==> src/design/scle_pkg.sv <==
// ----------------------------------------------------------------------------
// Serial console line editor package
// Shared constants, codes and types for the line editor.
// ----------------------------------------------------------------------------
package scle_pkg;

    localparam int LINE_CAPACITY_DEF = 48;
    localparam int LEN_W = 6;

    localparam logic [1:0] KIND_TERM  = 2'd0;
    localparam logic [1:0] KIND_EVENT = 2'd1;
    localparam logic [1:0] KIND_TEXT  = 2'd2;

    localparam logic [2:0] CMD_HELP   = 3'd0;
    localparam logic [2:0] CMD_PING   = 3'd1;
    localparam logic [2:0] CMD_LEDON  = 3'd2;
    localparam logic [2:0] CMD_LEDOFF = 3'd3;
    localparam logic [2:0] CMD_STATUS = 3'd4;
    localparam logic [2:0] CMD_ECHO   = 3'd5;
    localparam logic [2:0] CMD_SLEEP  = 3'd6;

    localparam logic [1:0] ERR_NONE    = 2'd0;
    localparam logic [1:0] ERR_UNKNOWN = 2'd1;
    localparam logic [1:0] ERR_BADNUM  = 2'd2;
    localparam logic [1:0] ERR_TOOLONG = 2'd3;

    localparam logic [7:0] CH_BS  = 8'h08;
    localparam logic [7:0] CH_LF  = 8'h0A;
    localparam logic [7:0] CH_CR  = 8'h0D;
    localparam logic [7:0] CH_SP  = 8'h20;
    localparam logic [7:0] CH_GT  = 8'h3E;
    localparam logic [7:0] CH_DEL = 8'h7F;
    localparam logic [7:0] CH_TLD = 8'h7E;

    typedef enum logic [3:0] {
        ST_IDLE,
        ST_ECHO,
        ST_BS0,
        ST_BS1,
        ST_BS2,
        ST_CR,
        ST_LF,
        ST_SCAN,
        ST_PARSE,
        ST_EVENT,
        ST_TEXT,
        ST_PROMPT0,
        ST_PROMPT1
    } state_t;

    // Command word characters, indexed by position (up to seven characters).
    function automatic logic [7:0] word_char(input logic [2:0] cmd, input logic [2:0] pos);
        logic [55:0] w;
        begin
            case (cmd)
                CMD_HELP:   w = {"help", 24'h0};
                CMD_PING:   w = {"ping", 24'h0};
                CMD_LEDON:  w = {"led on", 8'h0};
                CMD_LEDOFF: w = "led off";
                CMD_STATUS: w = {"status", 8'h0};
                CMD_ECHO:   w = {"echo ", 16'h0};
                CMD_SLEEP:  w = {"sleep ", 8'h0};
                default:    w = '0;
            endcase
            word_char = w[55 - 8*pos -: 8];
        end
    endfunction

    function automatic logic [2:0] word_len(input logic [2:0] cmd);
        begin
            case (cmd)
                CMD_HELP:   word_len = 3'd4;
                CMD_PING:   word_len = 3'd4;
                CMD_LEDON:  word_len = 3'd6;
                CMD_LEDOFF: word_len = 3'd7;
                CMD_STATUS: word_len = 3'd6;
                CMD_ECHO:   word_len = 3'd5;
                CMD_SLEEP:  word_len = 3'd6;
                default:    word_len = 3'd0;
            endcase
        end
    endfunction

endpackage

==> src/design/serial_console_line_editor.sv <==
// ----------------------------------------------------------------------------
// Serial console line editor
// Edits a command line from received bytes and reports commands at line end.
// ----------------------------------------------------------------------------
// The input channel (rx_valid/rx_ready, rx_byte) takes one received byte per
// transfer. The output channel (out_valid/out_ready) delivers result items:
// echo bytes, line end bytes, one command event and its text bytes, and the
// prompt; last marks the final item caused by a byte.
// A printable byte is accepted in ST_IDLE and then echoed from ST_ECHO. A
// line end compares the stored line with the candidate command words in turn
// through one shared byte comparator, one character per cycle and only up to
// the word length. The sleep argument is then parsed one digit per cycle with
// a shift-and-add by ten. One byte is worked on at a time; rx_ready is low
// until all its results have been transferred.
// A stalled receiver holds the current result item; nothing is lost.
// Reset clears the line, the flags and the LED flag to off.
// ----------------------------------------------------------------------------
module serial_console_line_editor #(
    parameter int LINE_CAPACITY = scle_pkg::LINE_CAPACITY_DEF
) (
    input  logic        clk,
    input  logic        rst_n,
    input  logic        rx_valid,
    output logic        rx_ready,
    input  logic [7:0]  rx_byte,
    output logic        out_valid,
    input  logic        out_ready,
    output logic [1:0]  kind,
    output logic [7:0]  data_byte,
    output logic [2:0]  command,
    output logic [1:0]  error,
    output logic [31:0] sleep_ms,
    output logic        led_state,
    output logic        last
);

    localparam int LW = scle_pkg::LEN_W;

    logic [7:0] mem [LINE_CAPACITY];
    logic [7:0] rd_data_reg;
    logic [LW-1:0] rd_addr;

    scle_pkg::state_t state_reg, state_next;
    logic [LW-1:0] len_reg, len_next;
    logic ovf_reg, ovf_next;
    logic acr_reg, acr_next;
    logic led_reg, led_next;
    logic [7:0] byte_reg, byte_next;
    logic [2:0] cmd_reg, cmd_next;
    logic [1:0] err_reg, err_next;
    logic [LW-1:0] idx_reg, idx_next;
    logic ok_reg, ok_next;
    logic [32:0] val_reg, val_next;
    logic wr_en;

    logic [2:0] wlen;
    logic [7:0] wch;
    logic [LW-1:0] idx_p1;
    logic [36:0] prod;
    logic [36:0] dsum;
    logic is_digit;

    assign wlen = scle_pkg::word_len(cmd_reg);
    assign wch = scle_pkg::word_char(cmd_reg, idx_reg[2:0]);
    assign idx_p1 = idx_reg + LW'(1);
    assign is_digit = (rd_data_reg >= "0") && (rd_data_reg <= "9");
    assign prod = {1'b0, val_reg[32:0], 3'b000} + {3'b000, val_reg[32:0], 1'b0};
    assign dsum = prod + {33'd0, rd_data_reg[3:0]};

    always_ff @(posedge clk)
    begin
        if (wr_en)
        begin
            mem[len_reg] <= rx_byte;
        end
        rd_data_reg <= mem[rd_addr];
    end

    always_ff @(posedge clk or negedge rst_n)
    begin
        if (!rst_n)
        begin
            state_reg <= scle_pkg::ST_IDLE;
            len_reg   <= '0;
            ovf_reg   <= 1'b0;
            acr_reg   <= 1'b0;
            led_reg   <= 1'b0;
        end
        else
        begin
            state_reg <= state_next;
            len_reg   <= len_next;
            ovf_reg   <= ovf_next;
            acr_reg   <= acr_next;
            led_reg   <= led_next;
        end
    end

    always_ff @(posedge clk)
    begin
        byte_reg <= byte_next;
        cmd_reg  <= cmd_next;
        err_reg  <= err_next;
        idx_reg  <= idx_next;
        ok_reg   <= ok_next;
        val_reg  <= val_next;
    end

    always_comb
    begin
        state_next = state_reg;
        len_next = len_reg;
        ovf_next = ovf_reg;
        acr_next = acr_reg;
        led_next = led_reg;
        byte_next = byte_reg;
        cmd_next = cmd_reg;
        err_next = err_reg;
        idx_next = idx_reg;
        ok_next = ok_reg;
        val_next = val_reg;
        wr_en = 1'b0;
        rd_addr = idx_reg;
        rx_ready = 1'b0;
        out_valid = 1'b0;
        kind = scle_pkg::KIND_TERM;
        data_byte = '0;
        command = scle_pkg::CMD_HELP;
        error = scle_pkg::ERR_NONE;
        sleep_ms = '0;
        last = 1'b0;
        led_state = led_reg;

        case (state_reg)
            scle_pkg::ST_IDLE:
            begin
                rx_ready = 1'b1;
                if (rx_valid)
                begin
                    byte_next = rx_byte;
                    if (rx_byte == scle_pkg::CH_LF && acr_reg)
                    begin
                        acr_next = 1'b0;
                    end
                    else
                    begin
                        acr_next = (rx_byte == scle_pkg::CH_CR);
                        if (rx_byte == scle_pkg::CH_CR || rx_byte == scle_pkg::CH_LF)
                        begin
                            state_next = scle_pkg::ST_CR;
                        end
                        else if (rx_byte == scle_pkg::CH_BS || rx_byte == scle_pkg::CH_DEL)
                        begin
                            if (len_reg != '0 && !ovf_reg)
                            begin
                                len_next = len_reg - LW'(1);
                                state_next = scle_pkg::ST_BS0;
                            end
                        end
                        else if (rx_byte >= scle_pkg::CH_SP && rx_byte <= scle_pkg::CH_TLD)
                        begin
                            if (!ovf_reg && 32'(len_reg) < LINE_CAPACITY)
                            begin
                                wr_en = 1'b1;
                                len_next = len_reg + LW'(1);
                                state_next = scle_pkg::ST_ECHO;
                            end
                            else
                            begin
                                ovf_next = 1'b1;
                            end
                        end
                    end
                end
            end

            scle_pkg::ST_ECHO:
            begin
                out_valid = 1'b1;
                data_byte = byte_reg;
                last = 1'b1;
                if (out_ready)
                begin
                    state_next = scle_pkg::ST_IDLE;
                end
            end

            scle_pkg::ST_BS0, scle_pkg::ST_BS1, scle_pkg::ST_BS2:
            begin
                out_valid = 1'b1;
                data_byte = (state_reg == scle_pkg::ST_BS1) ? scle_pkg::CH_SP
                                                            : scle_pkg::CH_BS;
                last = (state_reg == scle_pkg::ST_BS2);
                if (out_ready)
                begin
                    case (state_reg)
                        scle_pkg::ST_BS0: state_next = scle_pkg::ST_BS1;
                        scle_pkg::ST_BS1: state_next = scle_pkg::ST_BS2;
                        default:          state_next = scle_pkg::ST_IDLE;
                    endcase
                end
            end

            scle_pkg::ST_CR:
            begin
                out_valid = 1'b1;
                data_byte = scle_pkg::CH_CR;
                if (out_ready)
                begin
                    state_next = scle_pkg::ST_LF;
                end
            end

            scle_pkg::ST_LF:
            begin
                out_valid = 1'b1;
                data_byte = scle_pkg::CH_LF;
                cmd_next = scle_pkg::CMD_HELP;
                idx_next = '0;
                ok_next = 1'b1;
                rd_addr = '0;
                if (out_ready)
                begin
                    if (ovf_reg)
                    begin
                        err_next = scle_pkg::ERR_TOOLONG;
                        state_next = scle_pkg::ST_EVENT;
                    end
                    else if (len_reg == '0)
                    begin
                        state_next = scle_pkg::ST_PROMPT0;
                    end
                    else
                    begin
                        err_next = scle_pkg::ERR_NONE;
                        state_next = scle_pkg::ST_SCAN;
                    end
                end
            end

            // One character compare per cycle against the current candidate.
            scle_pkg::ST_SCAN:
            begin
                if (idx_reg == LW'(wlen) || !ok_reg)
                begin
                    if (ok_reg && (cmd_reg >= scle_pkg::CMD_ECHO || len_reg == LW'(wlen))
                        && len_reg >= LW'(wlen))
                    begin
                        idx_next = LW'(wlen);
                        if (cmd_reg == scle_pkg::CMD_SLEEP)
                        begin
                            val_next = '0;
                            ok_next = (len_reg > LW'(wlen));
                            rd_addr = LW'(wlen);
                            state_next = scle_pkg::ST_PARSE;
                        end
                        else
                        begin
                            if (cmd_reg == scle_pkg::CMD_LEDON)
                            begin
                                led_next = 1'b1;
                            end
                            if (cmd_reg == scle_pkg::CMD_LEDOFF)
                            begin
                                led_next = 1'b0;
                            end
                            rd_addr = LW'(wlen);
                            state_next = scle_pkg::ST_EVENT;
                        end
                    end
                    else if (cmd_reg == scle_pkg::CMD_SLEEP)
                    begin
                        err_next = scle_pkg::ERR_UNKNOWN;
                        cmd_next = scle_pkg::CMD_HELP;
                        idx_next = '0;
                        rd_addr = '0;
                        state_next = scle_pkg::ST_EVENT;
                    end
                    else
                    begin
                        cmd_next = cmd_reg + 3'd1;
                        idx_next = '0;
                        ok_next = 1'b1;
                        rd_addr = '0;
                    end
                end
                else
                begin
                    if (idx_reg >= len_reg || rd_data_reg != wch)
                    begin
                        ok_next = 1'b0;
                    end
                    idx_next = idx_p1;
                    rd_addr = idx_p1;
                end
            end

            // One decimal digit per cycle.
            scle_pkg::ST_PARSE:
            begin
                if (!ok_reg || idx_reg >= len_reg)
                begin
                    if (ok_reg)
                    begin
                        state_next = scle_pkg::ST_EVENT;
                    end
                    else
                    begin
                        err_next = scle_pkg::ERR_BADNUM;
                        cmd_next = scle_pkg::CMD_HELP;
                        idx_next = LW'(6);
                        rd_addr = LW'(6);
                        state_next = scle_pkg::ST_EVENT;
                    end
                end
                else
                begin
                    if (!is_digit || dsum[36:32] != '0)
                    begin
                        ok_next = 1'b0;
                    end
                    val_next = {1'b0, dsum[31:0]};
                    idx_next = idx_p1;
                    rd_addr = idx_p1;
                end
            end

            scle_pkg::ST_EVENT:
            begin
                out_valid = 1'b1;
                kind = scle_pkg::KIND_EVENT;
                command = cmd_reg;
                error = err_reg;
                sleep_ms = (cmd_reg == scle_pkg::CMD_SLEEP && err_reg == scle_pkg::ERR_NONE)
                           ? val_reg[31:0] : 32'd0;
                if (out_ready)
                begin
                    if ((err_reg == scle_pkg::ERR_NONE && cmd_reg == scle_pkg::CMD_ECHO)
                        || err_reg == scle_pkg::ERR_UNKNOWN
                        || err_reg == scle_pkg::ERR_BADNUM)
                    begin
                        state_next = scle_pkg::ST_TEXT;
                    end
                    else
                    begin
                        state_next = scle_pkg::ST_PROMPT0;
                    end
                end
            end

            scle_pkg::ST_TEXT:
            begin
                if (idx_reg >= len_reg)
                begin
                    state_next = scle_pkg::ST_PROMPT0;
                end
                else
                begin
                    out_valid = 1'b1;
                    kind = scle_pkg::KIND_TEXT;
                    data_byte = rd_data_reg;
                    if (out_ready)
                    begin
                        idx_next = idx_p1;
                        rd_addr = idx_p1;
                    end
                end
            end

            scle_pkg::ST_PROMPT0:
            begin
                out_valid = 1'b1;
                data_byte = scle_pkg::CH_GT;
                len_next = '0;
                ovf_next = 1'b0;
                if (out_ready)
                begin
                    state_next = scle_pkg::ST_PROMPT1;
                end
            end

            scle_pkg::ST_PROMPT1:
            begin
                out_valid = 1'b1;
                data_byte = scle_pkg::CH_SP;
                last = 1'b1;
                if (out_ready)
                begin
                    state_next = scle_pkg::ST_IDLE;
                end
            end

            default:
            begin
                state_next = scle_pkg::ST_IDLE;
            end
        endcase
    end

endmodule

==> config.mk <==
export PLATFORM = sky130hd
export DESIGN_NAME = serial_console_line_editor
export DESIGN_NICKNAME = d
export VERILOG_FILES = /design/src/design/scle_pkg.sv /design/src/design/serial_console_line_editor.sv
export SDC_FILE = /design/constraint.sdc
export NUM_CORES = 1
export LEC_CHECK = 0
export ABC_AREA = 1
export BUFFER_PORTS_ARGS = -buffer_cell sky130_fd_sc_hd__buf_2
export CORE_MARGIN = 10
export CORE_UTILIZATION = 40
export CTS_CLUSTER_SIZE = 12
export DETAILED_ROUTE_END_ITERATION = 16
export HOLD_SLACK_MARGIN = 0.06
export PLACE_DENSITY = 0.55
export SETUP_SLACK_MARGIN = 0.4
export SYNTH_ARGS = -nofsm -noshare
export SYNTH_HDL_FRONTEND = slang
export SYNTH_SLANG_ARGS = --single-unit
==> constraint.sdc <==
create_clock -name clk -period 13.6 [get_ports clk]
set_input_delay 2.72 -clock clk [delete_from_list [all_inputs] [get_ports clk]]
set_output_delay 2.72 -clock clk [all_outputs]
set_load 0.05 [all_outputs]
==> summary.txt <==
Timing
  – Setup TNS: 0 ns
  – Setup ws final: 6.98 ns
  – RSZ-0062 raised after global routing: no
  – Clk_skew: 0.0303 ns
  – Final hold vios: 0
  – # setup viols final: 0
  – Slew Limit Headroom: 27.8%
  – Final hold slack: 0.508 ns
  – Worst Tran Pin Value: 1.08 ns
  – Fmax: 0.151 GHz
  – Final worst path period need: 6.62 ns
  – Tcrit/Tclk final: 48.7%
  – Max Slew Vio Count: 0

Global route
  – Congestion Overflow GR: 0
  – First-pass GRT wire length: 105000 um
  – Via count of the first global-routing pass: 17.6k
  – Antenna violations before repair: 0
  – GRT Total Usage: 19.1%
  – Pin count of the biggest net entering global routing: 127

Worst setup path
  – R2R Path End: rd_data_reg[2]$_DFF_P_
  – CP max FO: 19
  – Endpoint arrival time on the critical path: 3.90 ns
  – R2r setup slk: 7.84 ns
  – Reg2Reg Depth: 22
  – Reg-to-reg critical path startpoint: idx_reg[0]$_DFF_P_
  – CP endpoint kind: output pin
  – Worst EP required: 10.88 ns
  – Crit path launch type: register
  – WS Path Type: register to output pin

Worst hold path
  – Worst hold path endpoint: acr_reg$_DFFE_PN0P_
  – Hold path cells: 1
  – Worst min path class: register to register
  – Min-delay src: acr_reg$_DFFE_PN0P_

Finish
  – Commonest non-fill, non-tap cells in the layout: edfxtp_1 (430), nand2_1 (409), nand3_1 (352)
  – Finished Layout Cells: 3280
  – Layout fillers: 5650
  – Max reg flops: 384
  – # diodes: 0
  – # nets final: 2566
  – Layout cell share with drive strength beyond 1: 8.18%
  – P&R area growth vs syn: 10.4%
  – Most common cell after layout, fill and taps aside: edfxtp_1

Placed design
  – PortBufs: 62
  – DP HPWL: 44300 um
  – Post-Place Worst Slack: 7.11 ns
  – Inst Count DP: 3190
  – Routability cong.: 0.888

Clock network
  – Post-CTS setup buffers: 0
  – # H-tree levels: 2
  – Root Driver: clkbuf_16
  – CTS tree: yes
  – CTS Buf Count: 50
  – Clock-pin transition on the worst setup and hold timing paths: 0.06 ns
  – Clock latency on the worst-skew pair: 0.61 ns
  – Maximum buffer depth of the clock tree: 3
  – Clock sink total: 457
  – CTS resizes: 0
  – Hold Buf Count CTS: 0

Floorplanning
  – Die H: 264 um
  – Die area: 69500 um2
  – Starting Density: 40.3%
  – Core area: 58900 um2
  – # IOs: 63
  – Die W: 264 um
  – Row cnt: 89

Yosys
  – Syn Inst Count: 2444
  – Mean Syn Cell Area: 9.71 um2
  – Syn_nets: 2541
  – EDFF count, synth: 430
  – Unique masters post-synth: 55
  – Synth Flop Type: edfxtp_1
  – Sequential fraction of the synthesis area: 57.0%
  – Asr flop ratio synth: 2.84%
  – Synth Register Bits: 457
  – Synth Cell Area: 23700 um2
  – Ys Warns: 0

Route
  – Vias: 18.0k
  – Antenna Nets Post-Route: 0
  – Drt pass-1 iters: 5
  – DRC viols: 0
  – WL final: 68700 um
  – Wire length per cell: 20.9 um
  – Initial DRC Count: 1622
  – Avg Vias per Cell: 5.48

Run
  – Max-cap check violation count: 0

Status
  – Outcome: completed

Power
  – Max IR drop VDD: 0.102 mV
  – Pleak: 10.5 nW
  – Pwr/cell area: 205 nW/um2
## layer usage
metal / vias to the layer above / GRT usage, % / wire (um)
met5: - / 0 / 0
met4: 0 / 6.77 / 2260
met3: 127 / 2.81 / 4420
met2: 668 / 31.8 / 32600
met1: 8660 / 24.9 / 29400
li1: 8522 / - / -
## logic make-up after synthesis
| logic type | after synthesis | share of synthesized area [%] |
|---|---|---|
| AND/OR/NAND/NOR | 1185 | 23.2 |
| multiplexers | 3 | 0.137 |
| XOR/XNOR | 9 | 0.364 |
| adder cells (fa/ha/maj) | 85 | 4.58 |
| AO/OA/AOI/OAI | 302 | 7.70 |
| flip-flops | 457 | 57.0 |
| buffers and inverters | 403 | 7.02 |
## report_power, final
group	total (W)	internal [W]	switching, W	leakage, nW
registers	0.00168	0.00160	0.0000857	4.08
logic	0.00237	0.000693	0.00167	5.68
clock network	0.00133	0.000761	0.000567	0.777
## worst max path at each step
stage                                   from                      to  depth (start not counted)
after detailed placement           out_ready  rd_data_reg[2]$_DFF_P_                         16
after global placement             out_ready  rd_data_reg[2]$_DFF_P_                         17
final                     idx_reg[0]$_DFF_P_            data_byte[1]                         12
after floorplan           idx_reg[0]$_DFF_P_            data_byte[0]                         13
after global routing      idx_reg[0]$_DFF_P_            data_byte[1]                         12
after CTS                 idx_reg[0]$_DFF_P_            data_byte[1]                         12
## cell usage after synthesis, types with 3 or more instances
cell | number | share of area, %
a211oi_1 | 3 | 0.095
a21boi_0 | 6 | 0.19
a21o_1 | 6 | 0.19
a21oi_1 | 89 | 1.9
a31oi_1 | 8 | 0.21
buf_1 | 8 | 0.13
buf_2 | 51 | 1.1
buf_4 | 18 | 0.57
buf_6 | 3 | 0.14
clkbuf_1 | 28 | 0.44
clkinv_1 | 3 | 0.047
dfrtp_1 | 13 | 1.4
dfxtp_1 | 14 | 1.2
edfxtp_1 | 430 | 54
fa_1 | 3 | 0.25
ha_1 | 82 | 4.3
inv_1 | 272 | 4.3
inv_2 | 20 | 0.32
nand2_1 | 410 | 6.5
nand2_2 | 5 | 0.13
nand2_4 | 3 | 0.14
nand3_1 | 352 | 7.4
nand3_2 | 3 | 0.13
nand3b_1 | 115 | 3.6
nand4_1 | 13 | 0.34
nor2_1 | 238 | 3.8
nor2_2 | 8 | 0.21
nor3_1 | 14 | 0.30
nor4_1 | 9 | 0.24
o211ai_1 | 49 | 1.5
o21a_1 | 16 | 0.51
o21ai_0 | 87 | 1.8
o21ai_1 | 11 | 0.23
o221ai_1 | 5 | 0.18
o22ai_1 | 6 | 0.16
o31ai_1 | 4 | 0.13
or2_0 | 7 | 0.18
xnor2_1 | 3 | 0.11
xor2_1 | 5 | 0.18
## layout make-up
cell class	instances	area, um2	share of cell area (%)
timing repair buffer	81	453	1.73
clock buffer	69	1410	5.37
multi-input combinational	1584	8580	32.7
clock inverter	21	170	0.649
sequential	457	13500	51.6
inverter	295	1110	4.23
tap	773	967	3.69
## metrics by stage
stage          utilization (%)  total power (W)  area, um2
2_1_floorplan                -          0.00342      23700
3_3_place_gp              41.8          0.00403      24600
3_5_place_dp              41.8          0.00405      24600
4_1_cts                   44.5          0.00538      26200
5_1_grt                   44.5          0.00573      26200
6_report                  44.5          0.00538      26200
## worst max-delay path, cell delays in order (launching register included)
cell and delay, ns:
dfxtp_1 0.82, inv_1 0.46, ha_1 0.40, inv_1 0.05, nand2_1 0.04, nand2_1 0.05
nand2_1 0.05, nand2_1 0.15, nand2_2 0.18, nor2_1 0.16, clkinv_1 0.27, o2111ai_1 0.34
buf_2 0.32
(Power assumes the default switching activity.)
